## src/design/two_class_fifo_oldest_first_defines.svh

```systemverilog
// Assertion macros for the two-class FIFO block.
// Used by the top level only; relies on signals named clock and reset in scope.
`ifndef TWO_CLASS_FIFO_OLDEST_FIRST_DEFINES_SVH
`define TWO_CLASS_FIFO_OLDEST_FIRST_DEFINES_SVH

// The consequent must hold in the same cycle as the antecedent.
`define TCFO_ASSERT_NOW(label, ante, cons, msg) \
   label: assert property (@(posedge clock) disable iff (reset) (ante) |-> (cons)) \
      else $error(msg);

// The consequent must hold in the cycle after the antecedent.
`define TCFO_ASSERT_NEXT(label, ante, cons, msg) \
   label: assert property (@(posedge clock) disable iff (reset) (ante) |=> (cons)) \
      else $error(msg);

`endif

```

## src/design/tcfo_pkg.sv

```systemverilog
// Shared types and constants for the two-class FIFO block.
// No dependencies; every other file of the block but the defines header uses this package.
`timescale 1ns / 1ps

package tcfo_pkg;

   localparam int unsigned HANDLE_WIDTH  = 16;
   localparam int unsigned SEQ_WIDTH     = 16;
   localparam int unsigned DEPTH_DEFAULT = 16;

   // Command queue between the front and the back.
   localparam int unsigned CMDQ_DEPTH = 2;
   localparam int unsigned CMDQ_PTR_W = $clog2(CMDQ_DEPTH);
   localparam int unsigned CMDQ_CNT_W = $clog2(CMDQ_DEPTH + 1);

   // Request action codes.
   localparam logic [1:0] ACT_ENQ     = 2'd0;
   localparam logic [1:0] ACT_DEQ_ANY = 2'd1;
   localparam logic [1:0] ACT_DEQ_CLS = 2'd2;

   // Response status codes.
   localparam logic [1:0] ST_ENQ   = 2'd0;
   localparam logic [1:0] ST_DEQ   = 2'd1;
   localparam logic [1:0] ST_EMPTY = 2'd2;
   localparam logic [1:0] ST_FULL  = 2'd3;

   typedef struct packed {
      logic [1:0]              action;
      logic                    item_class;
      logic [HANDLE_WIDTH-1:0] handle;
   } req_word_type;

   typedef struct packed {
      logic [1:0]              status;
      logic                    out_class;
      logic [HANDLE_WIDTH-1:0] out_handle;
      logic [SEQ_WIDTH-1:0]    arrival_seq;
   } rsp_word_type;

   typedef enum logic [1:0] {
      K_ENQ     = 2'd0,
      K_DEQ_ANY = 2'd1,
      K_DEQ_CLS = 2'd2,
      K_BAD     = 2'd3
   } cmd_kind_type;

   typedef struct packed {
      cmd_kind_type            kind;
      logic                    cls;
      logic [HANDLE_WIDTH-1:0] handle;
   } cmd_type;

   typedef struct packed {
      logic [HANDLE_WIDTH-1:0] handle;
      logic [SEQ_WIDTH-1:0]    seq;
   } entry_type;

endpackage

```

## src/design/tcfo_front.sv

```systemverilog
// Front stage: accepts request words and decodes them into commands.
// Depends on tcfo_pkg; feeds tcfo_cmdq.
`timescale 1ns / 1ps

module tcfo_front (
   input  logic                   clock,
   input  logic                   reset,
   input  logic                   req_valid,
   output logic                   req_stall,
   input  tcfo_pkg::req_word_type req_word,
   output logic                   push_valid,
   input  logic                   push_ready,
   output tcfo_pkg::cmd_type      push_cmd
);

   logic              front_valid_ff;
   logic              front_valid_in;
   tcfo_pkg::cmd_type front_cmd_ff;
   tcfo_pkg::cmd_type front_cmd_in;
   tcfo_pkg::cmd_type decoded;

   always_comb begin
      decoded.cls    = req_word.item_class;
      decoded.handle = req_word.handle;
      unique case (req_word.action)
         tcfo_pkg::ACT_ENQ:     decoded.kind = tcfo_pkg::K_ENQ;
         tcfo_pkg::ACT_DEQ_ANY: decoded.kind = tcfo_pkg::K_DEQ_ANY;
         tcfo_pkg::ACT_DEQ_CLS: decoded.kind = tcfo_pkg::K_DEQ_CLS;
         default:               decoded.kind = tcfo_pkg::K_BAD;
      endcase
   end

   // The stage refills whenever it is empty or its command moves on.
   assign req_stall = front_valid_ff && !push_ready;

   always_comb begin
      front_valid_in = front_valid_ff;
      front_cmd_in   = front_cmd_ff;
      if (!req_stall) begin
         front_valid_in = req_valid;
         if (req_valid) begin
            front_cmd_in = decoded;
         end
      end
   end

   always_ff @(posedge clock) begin
      if (reset) begin
         front_valid_ff <= 1'b0;
      end else begin
         front_valid_ff <= front_valid_in;
      end
      front_cmd_ff <= front_cmd_in;
   end

   assign push_valid = front_valid_ff;
   assign push_cmd   = front_cmd_ff;

endmodule

```

## src/design/tcfo_cmdq.sv

```systemverilog
// Short command queue between the front and the back stage.
// Depends on tcfo_pkg for the command type and queue depth.
`timescale 1ns / 1ps

module tcfo_cmdq (
   input  logic              clock,
   input  logic              reset,
   input  logic              push_valid,
   output logic              push_ready,
   input  tcfo_pkg::cmd_type push_cmd,
   output logic              pop_valid,
   input  logic              pop_en,
   output tcfo_pkg::cmd_type pop_cmd
);

   localparam int unsigned PTR_W = tcfo_pkg::CMDQ_PTR_W;
   localparam int unsigned CNT_W = tcfo_pkg::CMDQ_CNT_W;
   localparam logic [PTR_W-1:0] PTR_LAST = PTR_W'(tcfo_pkg::CMDQ_DEPTH - 1);
   localparam logic [CNT_W-1:0] CNT_FULL = CNT_W'(tcfo_pkg::CMDQ_DEPTH);

   tcfo_pkg::cmd_type slot_ff [tcfo_pkg::CMDQ_DEPTH];
   logic [PTR_W-1:0]  wr_ptr_ff, wr_ptr_in;
   logic [PTR_W-1:0]  rd_ptr_ff, rd_ptr_in;
   logic [CNT_W-1:0]  fill_ff, fill_in;
   logic              push_fire;

   assign push_ready = fill_ff != CNT_FULL;
   assign pop_valid  = fill_ff != '0;
   assign pop_cmd    = slot_ff[rd_ptr_ff];
   assign push_fire  = push_valid && push_ready;

   always_comb begin
      wr_ptr_in = wr_ptr_ff;
      rd_ptr_in = rd_ptr_ff;
      if (push_fire) begin
         wr_ptr_in = (wr_ptr_ff == PTR_LAST) ? '0 : wr_ptr_ff + PTR_W'(1);
      end
      if (pop_en) begin
         rd_ptr_in = (rd_ptr_ff == PTR_LAST) ? '0 : rd_ptr_ff + PTR_W'(1);
      end
      unique case ({push_fire, pop_en})
         2'b10:   fill_in = fill_ff + CNT_W'(1);
         2'b01:   fill_in = fill_ff - CNT_W'(1);
         default: fill_in = fill_ff;
      endcase
   end

   always_ff @(posedge clock) begin
      if (reset) begin
         wr_ptr_ff <= '0;
         rd_ptr_ff <= '0;
         fill_ff   <= '0;
      end else begin
         wr_ptr_ff <= wr_ptr_in;
         rd_ptr_ff <= rd_ptr_in;
         fill_ff   <= fill_in;
      end
      if (push_fire) begin
         slot_ff[wr_ptr_ff] <= push_cmd;
      end
   end

endmodule

```

## src/design/tcfo_back.sv

```systemverilog
// Back stage: holds both class stores, executes commands, drives responses.
// Depends on tcfo_pkg; takes commands from tcfo_cmdq.
`timescale 1ns / 1ps

module tcfo_back #(
   parameter int unsigned DEPTH = tcfo_pkg::DEPTH_DEFAULT
) (
   input  logic                   clock,
   input  logic                   reset,
   input  logic                   cmd_valid,
   output logic                   cmd_pop,
   input  tcfo_pkg::cmd_type      cmd,
   output logic                   rsp_valid,
   input  logic                   rsp_stall,
   output tcfo_pkg::rsp_word_type rsp_word
);

   localparam int unsigned PTR_W = $clog2(DEPTH);
   localparam int unsigned CNT_W = $clog2(DEPTH + 1);
   localparam int unsigned SEQ_W = tcfo_pkg::SEQ_WIDTH;
   localparam logic [PTR_W-1:0] PTR_LAST = PTR_W'(DEPTH - 1);
   localparam logic [CNT_W-1:0] CNT_FULL = CNT_W'(DEPTH);

   typedef enum logic [1:0] {
      S_IDLE = 2'b01,
      S_EXEC = 2'b10
   } back_state_type;

   back_state_type state_ff, state_in;

   tcfo_pkg::entry_type first_mem  [DEPTH];
   tcfo_pkg::entry_type second_mem [DEPTH];
   tcfo_pkg::entry_type head_rd_ff [2];

   logic [PTR_W-1:0] head_ff  [2];
   logic [PTR_W-1:0] head_in  [2];
   logic [PTR_W-1:0] tail_ff  [2];
   logic [PTR_W-1:0] tail_in  [2];
   logic [CNT_W-1:0] count_ff [2];
   logic [CNT_W-1:0] count_in [2];
   logic [SEQ_W-1:0] next_seq_ff, next_seq_in;

   tcfo_pkg::cmd_type      cmd_ff, cmd_in;
   logic                   rsp_valid_ff, rsp_valid_in;
   tcfo_pkg::rsp_word_type rsp_word_ff, rsp_word_in;

   logic                   exec;
   logic                   empty0, empty1, sel_full, sel_empty;
   logic [SEQ_W-1:0]       seq_diff;
   logic                   any_pick1;
   logic                   do_pop, do_enq, pop_cls;
   tcfo_pkg::rsp_word_type result;

   assign exec    = state_ff == S_EXEC;
   // A result register that is empty or being emptied can take the next result.
   assign cmd_pop = (state_ff == S_IDLE) && cmd_valid && (!rsp_valid_ff || !rsp_stall);

   always_comb begin
      empty0    = count_ff[0] == '0;
      empty1    = count_ff[1] == '0;
      sel_full  = count_ff[cmd_ff.cls] == CNT_FULL;
      sel_empty = count_ff[cmd_ff.cls] == '0;
      seq_diff  = head_rd_ff[0].seq - head_rd_ff[1].seq;
      // Class 1 wins when class 0 is empty, or when class 0's head is strictly newer by less than half the range.
      any_pick1 = empty0 || (!empty1 && (seq_diff != '0) && !seq_diff[SEQ_W-1]);
      do_pop    = 1'b0;
      do_enq    = 1'b0;
      pop_cls   = 1'b0;
      result    = '0;
      result.out_class = cmd_ff.cls;
      unique case (cmd_ff.kind)
         tcfo_pkg::K_ENQ: begin
            if (sel_full) begin
               result.status = tcfo_pkg::ST_FULL;
            end else begin
               do_enq             = 1'b1;
               result.status      = tcfo_pkg::ST_ENQ;
               result.arrival_seq = next_seq_ff;
            end
         end
         tcfo_pkg::K_DEQ_ANY: begin
            if (empty0 && empty1) begin
               result.status    = tcfo_pkg::ST_EMPTY;
               result.out_class = 1'b0;
            end else begin
               do_pop  = 1'b1;
               pop_cls = any_pick1;
            end
         end
         tcfo_pkg::K_DEQ_CLS: begin
            if (sel_empty) begin
               result.status = tcfo_pkg::ST_EMPTY;
            end else begin
               do_pop  = 1'b1;
               pop_cls = cmd_ff.cls;
            end
         end
         default: begin
            result.status = tcfo_pkg::ST_EMPTY;
         end
      endcase
      if (do_pop) begin
         result.status      = tcfo_pkg::ST_DEQ;
         result.out_class   = pop_cls;
         result.out_handle  = head_rd_ff[pop_cls].handle;
         result.arrival_seq = head_rd_ff[pop_cls].seq;
      end
   end

   always_comb begin
      state_in     = state_ff;
      cmd_in       = cmd_ff;
      next_seq_in  = next_seq_ff;
      rsp_valid_in = rsp_valid_ff;
      rsp_word_in  = rsp_word_ff;
      for (int c = 0; c < 2; c++) begin
         head_in[c]  = head_ff[c];
         tail_in[c]  = tail_ff[c];
         count_in[c] = count_ff[c];
      end
      if (!rsp_stall) begin
         rsp_valid_in = 1'b0;
      end
      unique case (state_ff)
         S_IDLE: begin
            if (cmd_pop) begin
               cmd_in   = cmd;
               state_in = S_EXEC;
            end
         end
         S_EXEC: begin
            state_in     = S_IDLE;
            rsp_valid_in = 1'b1;
            rsp_word_in  = result;
            if (do_enq) begin
               tail_in[cmd_ff.cls]  = (tail_ff[cmd_ff.cls] == PTR_LAST) ? '0
                                    : tail_ff[cmd_ff.cls] + PTR_W'(1);
               count_in[cmd_ff.cls] = count_ff[cmd_ff.cls] + CNT_W'(1);
               next_seq_in          = next_seq_ff + SEQ_W'(1);
            end
            if (do_pop) begin
               head_in[pop_cls]  = (head_ff[pop_cls] == PTR_LAST) ? '0
                                 : head_ff[pop_cls] + PTR_W'(1);
               count_in[pop_cls] = count_ff[pop_cls] - CNT_W'(1);
            end
         end
         default: begin
            state_in = S_IDLE;
         end
      endcase
   end

   always_ff @(posedge clock) begin
      if (reset) begin
         state_ff     <= S_IDLE;
         next_seq_ff  <= '0;
         rsp_valid_ff <= 1'b0;
         for (int c = 0; c < 2; c++) begin
            head_ff[c]  <= '0;
            tail_ff[c]  <= '0;
            count_ff[c] <= '0;
         end
      end else begin
         state_ff     <= state_in;
         next_seq_ff  <= next_seq_in;
         rsp_valid_ff <= rsp_valid_in;
         for (int c = 0; c < 2; c++) begin
            head_ff[c]  <= head_in[c];
            tail_ff[c]  <= tail_in[c];
            count_ff[c] <= count_in[c];
         end
      end
      cmd_ff      <= cmd_in;
      rsp_word_ff <= rsp_word_in;
   end

   // Store memories: one write port at the tail, one registered read port at the head.
   always_ff @(posedge clock) begin
      if (cmd_pop) begin
         head_rd_ff[0] <= first_mem[head_ff[0]];
         head_rd_ff[1] <= second_mem[head_ff[1]];
      end
      if (exec && do_enq && !cmd_ff.cls) begin
         first_mem[tail_ff[0]] <= '{handle: cmd_ff.handle, seq: next_seq_ff};
      end
      if (exec && do_enq && cmd_ff.cls) begin
         second_mem[tail_ff[1]] <= '{handle: cmd_ff.handle, seq: next_seq_ff};
      end
   end

   assign rsp_valid = rsp_valid_ff;
   assign rsp_word  = rsp_word_ff;

endmodule

```

## src/design/two_class_fifo_oldest_first.sv

```systemverilog
// Top level of the two-class FIFO with oldest-first dequeue.
// Depends on tcfo_pkg, tcfo_front, tcfo_cmdq, tcfo_back and the defines header.
`timescale 1ns / 1ps
`include "two_class_fifo_oldest_first_defines.svh"

// Usage:
// The request channel (req_valid, req_stall, req_word) takes one word per command:
// enqueue a handle into class 0 or 1, dequeue the oldest item of either class, or
// dequeue the head of a named class. Every request word produces exactly one
// response word on the response channel (rsp_valid, rsp_stall, rsp_word) with a
// status of enqueued, dequeued, empty or full, in request order.
// Each class keeps a FIFO of DEPTH entries holding the handle and a shared arrival
// sequence number; dequeue-any compares the two heads' numbers modulo 2^16.
// A request passes through the front register, the command queue, the back's
// command register and the response register. The back stage takes no new command
// until the last has executed: it first reads both heads through the stores'
// registered read port and then executes the command in the following cycle.
// A front register and a two-entry command queue keep accepting requests while a
// finished response waits on rsp_stall; requests stall once both are full.
// A synchronous reset empties both FIFOs, the command queue and the response
// register and restarts the sequence counter at zero. Store contents are not
// cleared, since an entry is read only after it has been written.
module two_class_fifo_oldest_first #(
   parameter int unsigned DEPTH = tcfo_pkg::DEPTH_DEFAULT
) (
   input  logic                   clock,
   input  logic                   reset,
   input  logic                   req_valid,
   output logic                   req_stall,
   input  tcfo_pkg::req_word_type req_word,
   output logic                   rsp_valid,
   input  logic                   rsp_stall,
   output tcfo_pkg::rsp_word_type rsp_word
);

   // Front to queue.
   logic              front_valid;
   logic              push_ready;
   tcfo_pkg::cmd_type front_cmd;

   // Queue to back.
   logic              cmd_valid;
   logic              cmd_pop;
   tcfo_pkg::cmd_type queued_cmd;

   // The front decodes each request word into a command and holds it until the
   // queue has room.
   tcfo_front u_front (
      .clock      (clock),
      .reset      (reset),
      .req_valid  (req_valid),
      .req_stall  (req_stall),
      .req_word   (req_word),
      .push_valid (front_valid),
      .push_ready (push_ready),
      .push_cmd   (front_cmd)
   );

   // The queue decouples the front from the back so either can stall alone.
   tcfo_cmdq u_cmdq (
      .clock      (clock),
      .reset      (reset),
      .push_valid (front_valid),
      .push_ready (push_ready),
      .push_cmd   (front_cmd),
      .pop_valid  (cmd_valid),
      .pop_en     (cmd_pop),
      .pop_cmd    (queued_cmd)
   );

   // The back owns both stores, pointers, counts and the sequence counter, and
   // takes a command only when its response register will be free.
   tcfo_back #(
      .DEPTH (DEPTH)
   ) u_back (
      .clock     (clock),
      .reset     (reset),
      .cmd_valid (cmd_valid),
      .cmd_pop   (cmd_pop),
      .cmd       (queued_cmd),
      .rsp_valid (rsp_valid),
      .rsp_stall (rsp_stall),
      .rsp_word  (rsp_word)
   );

   // An accepted request must be held in the front stage on the next cycle.
   `TCFO_ASSERT_NEXT(a_req_lands_in_front, req_valid && !req_stall, front_valid, "request lost")
   // The back must never pop an empty command queue.
   `TCFO_ASSERT_NOW(a_pop_nonempty, cmd_pop, cmd_valid, "back popped an empty command queue")
   // Each command spends its execute cycle in the back before the next is taken.
   `TCFO_ASSERT_NEXT(a_pop_spacing, cmd_pop, !cmd_pop, "back took commands on adjacent cycles")

endmodule
```

## config.mk

```make
export PLATFORM = sky130hd
export DESIGN_NAME = two_class_fifo_oldest_first
export DESIGN_NICKNAME = d
export VERILOG_FILES = /design/src/design/tcfo_pkg.sv /design/src/design/tcfo_front.sv /design/src/design/tcfo_cmdq.sv /design/src/design/tcfo_back.sv /design/src/design/two_class_fifo_oldest_first.sv
export VERILOG_INCLUDE_DIRS = /design/src /design/src/design
export SDC_FILE = /design/constraint.sdc
export NUM_CORES = 1
export LEC_CHECK = 0
export BUFFER_PORTS_ARGS = -buffer_cell sky130_fd_sc_hd__buf_2
export CORE_ASPECT_RATIO = 0.7
export CORE_MARGIN = 3
export CORE_UTILIZATION = 30
export DETAILED_ROUTE_END_ITERATION = 8
export GPL_ROUTABILITY_DRIVEN = 0
export HOLD_SLACK_MARGIN = 0.15
export SLEW_MARGIN = 40
export SYNTH_ARGS = -nofsm -noshare
export SYNTH_HDL_FRONTEND = slang
export SYNTH_SLANG_ARGS = --single-unit
```

## constraint.sdc

```tcl
create_clock -name clock -period 13.5 [get_ports clock]
set_clock_uncertainty 0.05 [all_clocks]
set_input_delay 2.025 -clock clock [delete_from_list [all_inputs] [get_ports clock]]
set_output_delay 2.025 -clock clock [all_outputs]
set_load 0.01 [all_outputs]
```

==> run metrics, run 1 <==
status finished, final reports clean; Startpoint Class register; Post-CTS Repair Setup Buffers 0; TritonCTS clock tree yes; Worst-Margin Slew 876 ps; First-pass DRT Iterations 5; Ports 60; DR iter-0 viols 3300; Syn. warnings 0; layout cells sized above 1 29.6%; Crit path arrival time 5210 ps; Post-DP Area 51700 sq um; detailed-route wire length 120000 microns; CTS hold repair buffers 0; area fraction of the dominant cell type after synthesis 74.6%; maximum number of pins on one net before global-route repair 61; post-cts resize count 0; Clock power frac 37.4%; synthesized area per cell 21.6 sq um; Comb power frac 8.0%; main area contributors after synthesis edfxtp_1, mux4_2, dfxtp_1; Final Hold Viols 0; vias in the first global route 22900; first-pass GRT wire length 171000 microns; Fmax 0.203 GHz; Power Density 153 nW/um^2; unrepaired setup endpoints after global routing false; largest area contributor in the netlist edfxtp_1; Worst VDD drop 0.111 mV; non-filler cells in the finished layout 4569; EDFF count, synth 1199; # Max-Cap Violations 0; area of the mapped netlist 48200 sq um; Final WS setup 8580 ps; Routed Antenna Nets 0; finished layout cell area 55400 sq um; Routed WL per cell 26.3 microns; die area 166000 sq um; WS Path Type register to register; Die Ht 341 microns; ys flop type edfxtp_1; Sw Ratio 23.4%; DP Worst Slack 8680 ps; syn_nets 2283; Core Rows 122; Core Box Area 159000 sq um; DP HPWL 68500 microns; Port-buffer cells 59; CP endpoint kind register; Hold Crit Class register to register; total CTS buffers 105; slew margin rel. 41.6%; Placed Cells 4368; Initial Utilization 30.4%; Die W 485 microns; gr usage total 14.3%; clock buffer depth 3; Final setup viols 0; Clock Sinks 1249; # DRC 0; Worst EP required 13790 ps; CP max FO 28; sequential power share 54.6%; Clk Tree Root Cell clkbuf_16; Int Power 6500 uW; routed via count 23300; Reg clk slew, reported paths 70 ps; Final TNS setup 0 ps; min Tclk post-route 4920 ps; Pleak 0.0171 uW; H-tree depth 3; Post-synth ARST share 0%; Seq/Total Area, Yosys 76.7%; grt ovf 0; Post-Syn Instances 2233; post-DR vias/cell 5.09; Post-synth top cells edfxtp_1, mux4_2, nor2_1; fin. max-slew vios 0; most numerous cell in the Yosys netlist edfxtp_1; post-route clock period utilization 36.5%; Power, Total 8490 uW; Synth cell types 71; Yosys reg bits 1249; Clk Latency, worst-skew pair 710 ps; number of antenna violations at the first check in global routing 3; Sw Pwr 1980 uW; Area Growth Syn to Fin 14.8%; # nets final 2421
[routing by layer]
| metal | vias to the layer above | global-route usage, % | share of wire [%] |
|---|---|---|---|
| li1 | 9581 | - | - |
| met1 | 12600 | 22.1 | 47 |
| met2 | 976 | 19.7 | 42 |
| met3 | 142 | 4.09 | 9.2 |
| met4 | 0 | 3.36 | 2.0 |
| met5 | - | 0 | 0 |
[critical path: stages, from the launching register on]
cell	delay [ps]
edfxtp_1	870
mux2i_1	240
ha_1	250
o21ai_1	190
o21ai_1	290
or2_2	360
nor2_1	540
nand3b_1	480
nor3_2	560
buf_4	650
[worst paths after layout]
check,startpoint,depth (start not counted),slack (ps),to
worst max-delay path,u_back.cmd_ff[16]$_DFFE_PP_,9,8580,u_back.second_mem[8][4]$_DFFE_PP_
worst min-delay path,u_front.push_cmd[2]$_DFFE_PP_,0,400,u_cmdq.slot_ff[1][2]$_DFFE_PP_
worst max register to register,u_back.cmd_ff[16]$_DFFE_PP_,9,8580,u_back.second_mem[8][4]$_DFFE_PP_
worst min register to register,u_front.push_cmd[2]$_DFFE_PP_,0,400,u_cmdq.slot_ff[1][2]$_DFFE_PP_
[area by class of cell]
| class | instances | area, sq um |
|---|---|---|
| repair buffers | 144 | 1080 |
| flip-flops and latches | 1249 | 37000 |
| well taps | 2108 | 2640 |
| fillers | 14500 | 104000 |
| clock buffers | 136 | 2850 |
| multi-input cells | 821 | 10900 |
| clock inverters | 60 | 714 |
| diodes | 1 | 2.50 |
| inverters | 50 | 189 |
[cells by family after synthesis]
group	count (synthesis)	synth area share, %
adders and majority gates	27	0.716
buffers and inverters	163	1.32
and+or+nand+nor	256	2.52
xor gates and xnor gates	29	0.527
muxes	370	16.1
AOI/OAI and AO/OA	139	2.14
DFF	1249	76.7
[per-stage QoR]
stage	hold slack, ps	util [%]
floorplan	371	-
global placement	379	32.4
detailed placement	384	32.6
finish	397	34.8
global route	415	34.8
CTS	398	34.8
[power groups by stage]
stage	Sequential, uW	Combinational (uW)	Clock (uW)
after floorplan	4720	383	0
after global placement	4790	554	0
after detailed placement	4740	651	0
after CTS	4650	654	3230
after global routing	4650	747	3400
final	4630	682	3170
[layout by cell type, fill, tap and decap left out, types with 18 or more instances in the layout]
master	n
a21oi_1	31
buf_2	59
buf_4	59
buf_6	18
clkbuf_1	20
clkbuf_16	105
dfxtp_1	32
edfxtp_1	1199
ha_1	26
inv_1	47
mux2_2	28
mux2i_1	20
mux4_2	320
nand2_1	62
nor2_1	64
nor2_4	24
[registers in the layout, summed over array words and instances (netlist names), 2 cells and up]
| signal | flops |
|---|---|
| u_front.push_cmd | 19 |
| u_back.rsp_word | 35 |
| u_back.next_seq_ff | 16 |
| u_back.head_ff | 8 |
| u_back.second_mem | 512 |
| u_cmdq.fill_ff | 2 |
| u_back.count_ff | 10 |
| u_cmdq.slot_ff | 38 |
| u_back.cmd_ff | 19 |
| u_back.head_rd_ff | 64 |
| u_back.state_ff | 2 |
| u_back.tail_ff | 8 |
| u_back.first_mem | 512 |
(Power assumes the default switching activity.)
==> run 2: changes to the inputs <==
Clock period 13.5 ns to 4.9 ns, I/O delays scaled along.
==> run 2 against run 1 <==
  * Non-clock buffer count rose by 61
  * Sequential cell count stayed put
  * Final area up 0.88%
  * Register-to-register slack got worse by 8300 ps
  * Critical path type unchanged
==> run metrics, run 2 (same netlist as run 1, synthesis figures left out) <==
Pleak 0.0173 uW; worst hold slack 258 ps; Initial Utilization 30.4%; Core Box Area 159000 sq um; Worst path slowest cell or4_1; multi-input logic area 10900 sq um; r2r worst-path depth 14; fill count 14600; Clock Sinks 1249; First-pass DRT Iterations 5; layout cells sized above 1 29.8%; Final setup viols 0; total CTS buffers 103; FF+latch area 37000 sq um; Final TNS setup 0 ps; Post-DP Area 52300 sq um; DP Worst Slack 343 ps; number of antenna violations at the first check in global routing 7; Routed Antenna Nets 0; fin. max-slew vios 0; Post-CTS Repair Setup Buffers 0; Hold Crit Depth 3; detailed-route wire length 119000 microns; Startpoint Class register; Worst VDD drop 0.385 mV; most frequent cells in the layout edfxtp_1, mux4_2, clkbuf_16; # DRC 0; # nets final 2480; Reg2Reg Capture Point u_back.head_ff[0][3]$_SDFFE_PP0P_; Reg clk slew, reported paths 70 ps; routed via count 23300; Power Density 409 nW/um^2; post-DR vias/cell 5.05; Die W 485 microns; clock buffer depth 3; Die Ht 341 microns; # Max-Cap Violations 0; Clk Latency, worst-skew pair 710 ps; post-route clock period utilization 94.4%; vias in the first global route 22700; Port-buffer cells 59; DP HPWL 73200 microns; Critical R2R Launch u_back.head_rd_ff[1][0]$_DFFE_PP_; CP endpoint kind register; maximum number of pins on one net before global-route repair 132; post-cts resize count 0; Area Growth Syn to Fin 15.8%; finished layout cell area 55900 sq um; Crit path arrival time 5220 ps; die area 166000 sq um; Worst Min Path Start req_valid; Fmax 0.216 GHz; Worst EP required 5490 ps; most common cell after layout, fill and taps aside edfxtp_1; WHS Endpoint u_front.push_valid$_SDFFE_PP0N_; DR iter-0 viols 2873; first-pass GRT wire length 170000 microns; TritonCTS clock tree yes; Routed WL per cell 25.7 microns; grt ovf 0; Core Rows 122; Clk Tree Root Cell clkbuf_16; WS Path Type register to register; Final Hold Viols 0; Ports 60; H-tree depth 3; slew margin rel. 40.0%; Hold Crit Class input port to register; R2R Setup Slk 270 ps; CP max FO 11; Critical Path Most Common Cell ha_1; Power, Total 22900 uW; min Tclk post-route 4630 ps; Final WS setup 273 ps; slowest stage delay, CP 690 ps; status finished, final reports clean; Critical Path, Cell by Cell ha_1 > fa_1 > nand2b_1 > a21oi_1 > xor2_1 > a2111oi_0 > o2111ai_1 > or4_1 > a31oi_4 > mux2_2 > ha_1 > nand3b_1 > mux2i_1 > o311a_1; Worst-Margin Slew 896 ps; gr usage total 14.2%; unrepaired setup endpoints after global routing false
-- run 2: per-stage QoR --
step           instances  utilization [%]
3_5_place_dp        4408             32.9
6_report            4622             35.2
2_1_floorplan       2233                -
3_3_place_gp        4393             32.8
5_1_grt             4622             35.2
4_1_cts             4615             35.1
-- run 2: worst max-delay path: cells and delay by family (launching register included) --
kind	cells	cell delay, ps
xor+xnor	1	80
mux	2	570
fa+ha+maj	3	930
flops	1	400
compound gates	5	1430
simple gates	3	1100
-- run 2: area by class of cell --
class | count | share of cell area, %
Sequential cell | 1249 | 66.3
Clock inverter | 58 | 0.923
Tap cell | 2108 | 4.72
Clock buffer | 130 | 4.95
Multi-Input combinational cell | 821 | 19.5
Timing Repair Buffer | 205 | 3.26
Inverter | 50 | 0.347
Antenna cell | 1 | 0.00448
-- run 2: timing repair --
item	in CTS	in global routing
setup endpoints to repair	0	0
hold buffers	19	0
hold endpoints to repair	19	0
-- run 2: worst max-delay path by stage --
stage	start	endpoint	slack [ps]	cells past startpoint
floorplan	u_back.cmd_ff[16]$_DFFE_PP_	u_back.first_mem[2][0]$_DFFE_PP_	0.2	11
global placement	u_back.head_rd_ff[1][0]$_DFFE_PP_	u_back.head_ff[0][3]$_SDFFE_PP0P_	400	14
detailed placement	u_back.head_rd_ff[1][0]$_DFFE_PP_	u_back.count_ff[1][4]$_SDFFE_PP0P_	340	15
CTS	u_back.head_rd_ff[1][0]$_DFFE_PP_	u_back.head_ff[0][3]$_SDFFE_PP0P_	330	14
global route	u_back.head_rd_ff[1][0]$_DFFE_PP_	u_back.head_ff[1][3]$_SDFFE_PP0P_	40	14
finish	u_back.head_rd_ff[1][0]$_DFFE_PP_	u_back.head_ff[0][3]$_SDFFE_PP0P_	270	14
-- run 2: report_power, final --
group	total, uW	switching, uW	internal, uW
Clock	8180	3840	4340
Sequential	12800	352	12400
Combinational	1920	1270	646
-- run 2: metal layers --
layer	GRT usage (%)	share of wire, %	vias to the layer above
met1	22.7	47	12400
met3	4.00	11	133
met4	2.88	1.7	0
met5	0	0	-
li1	-	-	9698
met2	19.0	41	1112
